<file path="src/sv/lzm_pkg.sv">
`default_nettype none
package lzm_pkg;

  // Default sizing
  localparam int unsigned MaxLayersDef = 256;
  localparam int unsigned CoordBitsDef = 14;

  // Operation codes
  localparam logic [2:0] OP_ALLOC   = 3'd0;
  localparam logic [2:0] OP_FREE    = 3'd1;
  localparam logic [2:0] OP_SIZE    = 3'd2;
  localparam logic [2:0] OP_MOVE    = 3'd3;
  localparam logic [2:0] OP_HEIGHT  = 3'd4;
  localparam logic [2:0] OP_REFRESH = 3'd5;

  // Result kinds
  localparam logic [1:0] KIND_ACK        = 2'd0;
  localparam logic [1:0] KIND_ALLOC      = 2'd1;
  localparam logic [1:0] KIND_ALLOC_FAIL = 2'd2;
  localparam logic [1:0] KIND_REDRAW     = 2'd3;

  typedef struct packed {
    logic [1:0]         kind;
    logic [7:0]         layer;
    logic signed [14:0] x0;
    logic signed [14:0] y0;
    logic signed [14:0] x1;
    logic signed [14:0] y1;
    logic [7:0]         from_height;
  } res_t;

  // Clamp a sum to the 15-bit screen range
  function automatic logic signed [14:0] sat15(input logic signed [17:0] v);
    logic signed [14:0] r;
    if (v < -18'sd16384) r = -15'sd16384;
    else if (v > 18'sd16383) r = 15'sd16383;
    else r = v[14:0];
    return r;
  endfunction

  // Result with no rectangle
  function automatic res_t mk_plain(input logic [1:0] kind, input logic [7:0] layer);
    res_t r;
    r = '0;
    r.kind = kind;
    r.layer = layer;
    return r;
  endfunction

endpackage
`default_nettype wire

</file>
<file path="src/sv/lzm_ram.sv">
`default_nettype none
module lzm_ram #(
  parameter int unsigned DEPTH = lzm_pkg::MaxLayersDef,
  parameter int unsigned WIDTH = 8
) (
  input  wire                      clk_i,
  input  wire                      we_i,
  input  wire [$clog2(DEPTH)-1:0]  waddr_i,
  input  wire [WIDTH-1:0]          wdata_i,
  input  wire [$clog2(DEPTH)-1:0]  raddr_i,
  output logic [WIDTH-1:0]         rdata_o
);

  logic [WIDTH-1:0] mem [DEPTH];

  // Write port, registered read port
  always_ff @(posedge clk_i) begin
    if (we_i) begin
      mem[waddr_i] <= wdata_i;
    end
    rdata_o <= mem[raddr_i];
  end

endmodule
`default_nettype wire

</file>
<file path="config.mk">
export PLATFORM = sky130hd
export DESIGN_NAME = lzm_ram
export DESIGN_NICKNAME = d
export VERILOG_FILES = /design/src/sv/lzm_pkg.sv /design/src/sv/lzm_ram.sv
export SDC_FILE = /design/constraint.sdc
export NUM_CORES = 2
export LEC_CHECK = 0
export BUFFER_PORTS_ARGS = -buffer_cell sky130_fd_sc_hd__buf_4
export CAP_MARGIN = 20
export CORE_ASPECT_RATIO = 0.5
export CORE_MARGIN = 8
export CORE_UTILIZATION = 45
export DETAILED_ROUTE_END_ITERATION = 8
export GPL_ROUTABILITY_DRIVEN = 0
export SYNTH_ARGS = -nofsm -noshare
export SYNTH_HDL_FRONTEND = slang
export SYNTH_SLANG_ARGS = --single-unit
export TNS_END_PERCENT = 5
</file>
<file path="constraint.sdc">
create_clock -name clk_i -period 4.4 [get_ports clk_i]
set_input_delay 1.32 -clock clk_i [delete_from_list [all_inputs] [get_ports clk_i]]
set_output_delay 1.32 -clock clk_i [all_outputs]
set_load 0.05 [all_outputs]
</file>
==> After elaboration in Yosys (flattened, before gate mapping) <==
Memories as Yosys holds them, arrays and structs flattened. A register that Yosys moved wholly into a read port is not among the register bits.
Index checks and enable logic that the tools add are counted.
{ "classes": {"mux": 2} }
{ "ops": {"columns": ["cell", "n"], "rows": [
  ["1-bit two-way mux", 2]
]} }
{ "word_totals": {"ff_bits": 0, "ramBits": 2048, "output_inout_bits": 8, "memories": 1} }
{ "memory_table": {"columns": ["memory", "depth", "width", "rd", "rd_clocked_by_memory_dff", "write_ports", "line", "rtl"], "rows": [
  ["mem", 256, 8, 1, 1, 1, "lzm_ram.sv:14", "logic [WIDTH-1:0] mem [DEPTH];"]
]} }

==> Depth between registers and ports, before layout <==
{ "depth": {"ltp_word": 2, "ltp_mapped": 11, "ltp_nobuf": 6} }

==> Worst setup path after synthesis <==
No wires, ideal clock.
{ "synth_path": {"kind": "input port to flip-flop", "start": "input raddr_i[0]", "end": "register rdata_o[2], read port of mem", "t_arrival_ns": 3.127, "required_time_ns": 4.269, "path_slack_ns": 1.142, "stages": 9, "path_buffers": 4, "path_cell_list": "buf_6 > buf_12 > buf_8 > buf_2 > mux4_2 > a22oi_1 > a21oi_1 > nor4_1 > nor4_2"} }
{ "synth_lines": {"columns": ["item", "line", "rtl"], "rows": [
  ["start: declaration", "lzm_ram.sv:10", "input wire [$clog2(DEPTH)-1:0] raddr_i,"],
  ["end: declaration", "lzm_ram.sv:11", "output logic [WIDTH-1:0] rdata_o"]
]} }

==> results.yml <==
synth:
  synth-main-ff-cell: "edfxtp_1"
  synth_fp_nets: 3759
  synth_cells: 3733
  yosysTopAreaCell: "edfxtp_1"
  ys_seq_area_share_pct: 77.5
  avgSynthCellArea_um2: 21.3
  synthTopCellsByArea: "edfxtp_1, mux4_2, mux2i_1"
  syn-cell-area_mm2: 0.0796
  ys_ff_latch: 2056
  yosysMostFrequentCell: "edfxtp_1"
  synth_warnings: 0
  synth_enable_flop_cells: 2048
  yosys.area.top_type_share_pct: 77.3
  synthTopCellsByCount: "edfxtp_1, mux4_2, nor2_1, mux2i_1, a22oi_1"
  ys_types: 55
  async_flop_share_pct: 0
die:
  dieArea_mm2: 0.191
  row_count: 109
  start_util_pct: 45.2
  core_area_mm2: 0.176
  ios: 34
  die_y_um: 313
  die_w_um: 611
route:
  dr.pass1.iters: 5
  routed_wl_um: 201000
  drc_errors: 0
  detail_route.vias_per_cell: 6.01
  vias: 39600
  drt-initial-drc-count: 4743
  ant_nets: 0
  wl_per_cell_um: 30.4
worst_setup_path:
  critPathTopFamily: "simple AND/OR/NAND/NOR gates"
  critical_path_arrival_ps: 4500
  worst-path-buf-inv: 4
  critPathMaxFanout: 34
  cp.required_ps: 5080
  cp_cell_sequence: "buf_8, buf_12, buf_4, and2_1, a221oi_1, o211ai_1, nand3_1, nor4_1, buf_4, nor4_1"
  critical-path-max-stage-delay_ps: 1010
  critPathSlowestCell: "nor4_1"
  worstSetupPathType: "input port to flip-flop"
  start_kind: "input port"
  r2r_setup_slack_ps: 1500
  endpoint_kind: "flip-flop"
layout:
  drive_gt1_share_pct: 25.9
  fin_util_pct: 51.2
  n_antenna_cell: 0
  syn_to_final_growth_pct: 13.4
  nets: 4090
cts:
  clk_pin_slew_ps: 70
  cts_hold_buf: 0
  htree_num_levels: 4
  root_buffer: "clkbuf_16"
  cts_tree: "done"
  clock_latency_ps: 840
  cts_made_buffers: 188
  ctsResizeCount: 0
  cts_buffer_depth: 4
  cts_sinks: 2056
  cts_setup_buffers: 0
timing:
  slew_headroom_pct: 22.0
  period_minus_slack_ps: 3830
  period_share_pct: 86.9
  fin_skew_ps: 56.1
  finalSetupViolations: 0
  setup_ws_ps: 574
  finalHoldViolCount: 0
  rsz0062_at_grt: "false"
  fmax_ghz: 0.261
  finalMaxSlewViolations: 0
  tightest_slew_ps: 1160
placement:
  dp_hpwl_um: 128000
  dp_slack_ps: -192
  port_buffers: 33
power_and_ir_drop:
  p_leak_nw: 28.1
  peakVddDrop_mv: 0.259
  p_per_area_mw_per_mm2: 436
global_route:
  globalRouteOverflowTotal: 0
  grt_first_pass_wirelength_um: 289000
  grt_use_total_pct: 20.6
  grt_max_degree: 132
  grt_pass1_vias: 39900
  antenna_found_initial: 5
outcome:
  status: "finished clean"
job:
  maxCapViolCount: 0
worst_hold_path:
  hold_class: "input port to flip-flop"
-- cells by family (layout without fill, tap and decap cells) --
kind of cell	Yosys count	after routing	share of synthesized area [%]
AO/OA/AOI/OAI	385	385	3.42
buffers and inverters	235	707	1.83
flip-flops	2056	2056	77.5
multiplexers	591	591	14.6
AND/OR/NAND/NOR	466	466	2.63
-- power by group --
group	switching, mW	internal (mW)	total [mW]
registers	0.0385	21.6	21.6
clock network	6.95	8.68	15.6
logic	1.35	0.748	2.10
total	8.34	31.0	39.3
-- layout by cell type (no fill, tap or decap), drive strengths merged, types with 16 or more instances in the layout --
cell / instances
nor2b: 31
a22oi: 133
o221ai: 47
nor3: 22
mux2i: 134
a211oi: 16
mux4: 456
a21oi: 96
nand2: 33
nand3: 34
edfxtp: 2048
buf: 373
o22ai: 28
clkbuf: 257
nor4: 27
clkinv: 64
nor2: 282
-- worst register-to-register path, cell delays in order (launching register included) --
cell      delay [ps]
edfxtp_1         370
mux4_2           520
mux4_2           520
nor2b_1          160
nor4_1           870
buf_4            290
nor4_2            60
-- worst paths after layout --
kind                 end  cells past startpoint       start
min reg2reg   rdata_o[5]                      7  mem[32][5]
min          mem[216][5]                      1  wdata_i[5]
max           rdata_o[4]                     10  raddr_i[1]
max reg2reg   rdata_o[2]                      6  mem[71][2]
-- per-layer routing --
metal | wire length (um) | vias to the layer above | global-route usage, %
met5 | 0 | - | 0
met4 | 4830 | 0 | 5.04
met1 | 86900 | 21300 | 30.6
met2 | 93200 | 1667 | 32.1
li1 | - | 16300 | -
met3 | 15600 | 300 | 3.55
-- layout make-up --
cell class / count / area, um^2
Clock buffer: 256 / 5140
Inverter: 2 / 7.51
Sequential cell: 2056 / 61700
Clock inverter: 75 / 581
Fill cell: 13900 / 86000
Multi-Input combinational cell: 1442 / 16500
Timing Repair Buffer: 374 / 3360
Tap cell: 2386 / 2990
-- metrics by stage --
step	setup TNS, ps	hold slack, ps	std cells	power, mW	cell area [um^2]
after floorplan	0	770	3733	23.1	79600
after global placement	-1190	1080	6257	24.1	84500
after detailed placement	-339	1060	6259	24.2	84500
after CTS	0	853	6590	39.6	90200
after global routing	0	867	6591	40.4	90200
final	0	891	6591	39.3	90200
-- state kept, by name, indices dropped and copies added (netlist names) --
| register | count |
|---|---|
| mem | 2048 |
| rdata_o | 8 |
(Power assumes the default switching activity.)
