File: src/sv/lzm_pkg.sv
`default_nettype none
package lzm_pkg;

  // Default sizing
  localparam int unsigned MaxLayersDef = 256;
  localparam int unsigned CoordBitsDef = 14;

  // Operation codes
  localparam logic [2:0] OP_ALLOC   = 3'd0;
  localparam logic [2:0] OP_FREE    = 3'd1;
  localparam logic [2:0] OP_SIZE    = 3'd2;
  localparam logic [2:0] OP_MOVE    = 3'd3;
  localparam logic [2:0] OP_HEIGHT  = 3'd4;
  localparam logic [2:0] OP_REFRESH = 3'd5;

  // Result kinds
  localparam logic [1:0] KIND_ACK        = 2'd0;
  localparam logic [1:0] KIND_ALLOC      = 2'd1;
  localparam logic [1:0] KIND_ALLOC_FAIL = 2'd2;
  localparam logic [1:0] KIND_REDRAW     = 2'd3;

  typedef struct packed {
    logic [1:0]         kind;
    logic [7:0]         layer;
    logic signed [14:0] x0;
    logic signed [14:0] y0;
    logic signed [14:0] x1;
    logic signed [14:0] y1;
    logic [7:0]         from_height;
  } res_t;

  // Clamp a sum to the 15-bit screen range
  function automatic logic signed [14:0] sat15(input logic signed [17:0] v);
    logic signed [14:0] r;
    if (v < -18'sd16384) r = -15'sd16384;
    else if (v > 18'sd16383) r = 15'sd16383;
    else r = v[14:0];
    return r;
  endfunction

  // Result with no rectangle
  function automatic res_t mk_plain(input logic [1:0] kind, input logic [7:0] layer);
    res_t r;
    r = '0;
    r.kind = kind;
    r.layer = layer;
    return r;
  endfunction

endpackage
`default_nettype wire

File: src/sv/lzm_rect.sv
`default_nettype none
// Shared adder unit: screen rectangle from a layer origin and four offsets
module lzm_rect #(
  parameter int unsigned COORD_BITS = lzm_pkg::CoordBitsDef
) (
  input  wire signed [COORD_BITS-1:0] base_x_i,
  input  wire signed [COORD_BITS-1:0] base_y_i,
  input  wire signed [13:0]           off_x0_i,
  input  wire signed [13:0]           off_y0_i,
  input  wire signed [13:0]           off_x1_i,
  input  wire signed [13:0]           off_y1_i,
  output logic signed [14:0]          x0_o,
  output logic signed [14:0]          y0_o,
  output logic signed [14:0]          x1_o,
  output logic signed [14:0]          y1_o
);

  logic signed [17:0] bx, by;

  // Add offsets and saturate
  always_comb begin
    bx   = 18'(base_x_i);
    by   = 18'(base_y_i);
    x0_o = lzm_pkg::sat15(bx + 18'(off_x0_i));
    y0_o = lzm_pkg::sat15(by + 18'(off_y0_i));
    x1_o = lzm_pkg::sat15(bx + 18'(off_x1_i));
    y1_o = lzm_pkg::sat15(by + 18'(off_y1_i));
  end

endmodule
`default_nettype wire

File: config.mk
export PLATFORM = sky130hd
export DESIGN_NAME = lzm_rect
export DESIGN_NICKNAME = d
export VERILOG_FILES = /design/src/sv/lzm_pkg.sv /design/src/sv/lzm_rect.sv
export SDC_FILE = /design/constraint.sdc
export NUM_CORES = 1
export LEC_CHECK = 0
export ABC_AREA = 1
export BUFFER_PORTS_ARGS = -buffer_cell sky130_fd_sc_hd__buf_4
export CORE_ASPECT_RATIO = 2
export CORE_MARGIN = 2
export CORE_UTILIZATION = 51
export DETAILED_ROUTE_END_ITERATION = 16
export GPL_ROUTABILITY_DRIVEN = 1
export PLACE_DENSITY_LB_ADDON = 0.12
export SYNTH_ARGS = -nofsm -noshare
export SYNTH_HDL_FRONTEND = slang
export SYNTH_SLANG_ARGS = --single-unit
File: constraint.sdc
create_clock -name vclk -period 1.55
set_input_delay 0.0775 -clock vclk [all_inputs]
set_output_delay 0.0775 -clock vclk [all_outputs]
set_load 0.01 [all_outputs]
# == Word-level counts from Yosys, hierarchy flattened ==
# Index checks and enable logic that the tools add are counted.
# Widths: inputs -> output; s select.
# totals
register_bits,0
latch_bits,0
ram_bits,0
rom_bits,0
input_bits,84
out_inout_bits,60
word_cells,20
n_memories,0
# classes
add_sub_neg,4
n_mul,0
n_div,0
order_cmp,8
n_eq_ne,0
n_shift,0
muxes,8
bitwise,0
n_reduce_logical,0
# ops
op,count
$mux 15,8
$add 14x14->15,4
$gt 15x15->1 const B,4
$lt 15x15->1 const B,4

# == Logic depth before layout (Yosys ltp) ==
# depth
depth_word,4
ltp_mapped,10
mapped_depth_nobuf,10

# == Worst setup path after synthesis ==
# Ideal clock, no wire load.
# synth_path
path_kind,input to output
from,input base_x_i[0]
to,output x0_o[14]
arrival_time_ns,1.229
t_required_ns,1.472
slack_ns,0.244
cell_stages,10
n_path_buf,0
cell_sequence,ha_1 > fa_1 > nand2_1 > nand2_1 > nand3b_1 > nand2_1 > nand2_1 > nand2_1 > nand2_1 > nand2_1
# synth_via
elab_chain_len,4
word_cells_on_any_way,5
classes_between,1 x add/sub; 2 x order compare; 2 x mux
# synth_rtl
item,line_no,text
"start, declared",lzm_rect.sv:6,"input wire signed [COORD_BITS-1:0] base_x_i,"
$add 14x14->15 (*),lzm_rect.sv:24,x0_o = lzm_pkg::sat15(bx + 18'(off_x0_i));
$gt 15x15->1,lzm_pkg.sv:36,else if (v > 18'sd16383) r = 15'sd16383;
$mux 15,lzm_pkg.sv:36,
$mux 15 (*),lzm_pkg.sv:35,if (v < -18'sd16384) r = -15'sd16384;
"end, declared",lzm_rect.sv:12,"output logic signed [14:0] x0_o,"
# Every way passes the cells marked *; elsewhere a longest branch is shown, timed or not.

# == Worst setup path after layout ==
# layout_path
from,input base_x_i[1]
to,output x0_o[11]
# The elaborated chain is that of the path after synthesis.

==> out/qor.yml <==
yosys:
  synth_most_common_cell: "nand2_1"
  ys_types: 15
  synth_common_cells: "nand2_1, inv_1, nor2_1"
  yosysTopAreaCell: "nand2_1"
  yosysTopAreaCellShare_pct: 30.3
  syn_avg_cell_area_um2: 5.16
  synth.area.top_cells: "nand2_1, ha_1, inv_1"
  netlist_area_mm2: 0.00327
  netlist_instances: 633
  syn_nets: 777
  yosys_warnings: 0
  ys_seq_area_share_pct: 0
routing:
  vias_per_cell: 5.32
  dr.first_iter.drc_count: 267
  drcViolationCount: 0
  vias: 4609
  wl_um: 12300
  drtAntennaViolNets: 0
  wl_per_cell_um: 14.2
  firstDrtPassIters: 5
die:
  fp.dieArea_mm2: 0.00710
  die_y_um: 117
  die_w_um: 60.6
  rows: 41
  start_util_pct: 52.2
  coreArea_mm2: 0.00626
  num_io_pins: 144
finish:
  num-clock-buffers: 0
  stdcell_count: 866
  nets: 926
  postLayoutCellArea_mm2: 0.00488
  fill_cells: 533
  layout-drive-gt1-share_pct: 29.5
  area_growth_pct: 49.3
  final-seq-area_um2: 0
  diodes: 0
  nFlopsAndLatches: 0
critical_path:
  path_delay_family: "simple AND/OR/NAND/NOR gates"
  max_stage_delay_ns: 0.37
  crit_path_frequent_cell: "nand2_1"
  crit_buf_inv: 2
  end_kind: "output port"
  crit_type: "in -> out"
  critPathRequiredTime_ns: 1.47
  crit_slowest_cell: "a21oi_1"
  crit_arrival_ns: 1.48
  crit_fanout: 4
  path_cells: "buf_4, ha_1, nand2_1, a21oi_1, nand3_1, nand3_1, nand2_1, nand2_1, buf_4"
  cp-start-kind: "input port"
timing:
  holdWs_ns: 0.453
  setup_viol: 1
  worstMarginPinSlew_ns: 0.407
  fmax_mhz: 644
  slew_viol_final: 0
  setup_slack_ns: -0.00323
  period_share_pct: 100
  rsz0062_at_grt: "true"
  hold_viol_final: 0
  slew_headroom_pct: 72.8
  period_needed_ns: 1.55
run_status:
  status: "complete, but fails checks"
  violations: "negative setup slack"
place:
  hpwl_um: 9680
  placed_cells: 862
  io_buffers: 144
  place_ws_ns: -0.153
  gp_congestion: 0.920
  dpl-instance-area_mm2: 0.00448
worst_hold_path:
  hp-class: "in -> out"
power_and_ir_drop:
  clock_power_share_pct: 0
  powerDensity_mw_per_mm2: 475
  switching_share_pct: 54.4
  p_int_mw: 1.06
  power_switching_mw: 1.26
  p_comb_share_pct: 100.0
  ir_worst_vdd_mv: 0.307
  total_power_mw: 2.32
  p_leak_nw: 2.96
  seq_power_share_pct: 0
global_route:
  antenna_found_initial: 0
  grt_pass1_vias: 4227
  grt_max_degree: 6
  grt_overflow: 0
  grt_pass1_wl_um: 16800
  grtUsageTotal_pct: 30.0
clock_tree:
  hold_buffers: 0
run:
  cap_violations: 0
## area by class of cell
cell class	instances	area (um2)	share of cell area [%]
Tap cell	86	108	2.21
Inverter	119	447	9.16
Timing Repair Buffer	155	1190	24.5
Multi-Input combinational cell	506	3130	64.2
## placed cells by master, fill, tap and decap left out, types with 2 or more instances in the layout
master	n
xnor2_1	8
nand3_1	33
ha_1	40
nand4_1	8
nand3b_1	2
fa_2	4
nand3_2	5
a21oi_4	2
a21oi_2	13
xor2_1	19
a21oi_1	18
nor2_2	5
buf_6	6
nand2_1	243
nor2_1	54
nand2_4	3
ha_2	4
ha_4	12
nor3_2	8
buf_4	148
inv_1	119
nand2_2	18
or2_0	6
## path summary, 6_finish.rpt
| check | end | slack [ns] | startpoint | depth (start not counted) |
|---|---|---|---|---|
| worst max-delay path | x0_o[11] | -0.003 | base_x_i[1] | 9 |
| worst min-delay path | x0_o[0] | 0.45 | off_x0_i[0] | 3 |
## cell families after synthesis
group	after synthesis	share of synthesized area, %
and+or+nand+nor	385	48.5
AOI/OAI and AO/OA	33	5.51
buffers and inverters	127	14.6
adders and majority gates	60	23.9
xor gates and xnor gates	28	7.50
## layer usage
metal  up-vias  part of all wire (%)  GRT usage, %
met5         -                     0             0
met4         0                   6.3          14.8
met3        71                   5.4          3.41
met2       216                    57          64.4
met1      2094                    31          23.6
li1       2228                     -             -
## stage by stage
step	TNS (ns)	util [%]
floorplan	0	-
global placement	-1.07	71.6
detailed placement	-1.56	71.6
CTS	-0.0685	72.7
global route	-0.457	77.9
finish	-0.00323	77.9
## power by group through the flow
stage                     clock network [mW]  registers, mW  logic, mW
after floorplan                            0              0       1.18
after global placement                     0              0       2.04
after detailed placement                   0              0       2.08
after CTS                                  0              0       2.11
after global routing                       0              0       2.53
final                                      0              0       2.32
## tightest hold or removal path, delay by kind of cell
kind | cells | cell delay, ns
buffers and inverters | 2 | 0.18
adders and majority gates | 1 | 0.11
## timing repair
| action | 4_1_cts | 5_1_grt |
|---|---|---|
| setup buffers | 2 | 2 |
| setup endpoints to repair | 18 | 26 |
| resized for setup | 21 | 61 |
| pin swaps | 5 | 18 |
Power figures use the tool's default switching activity.
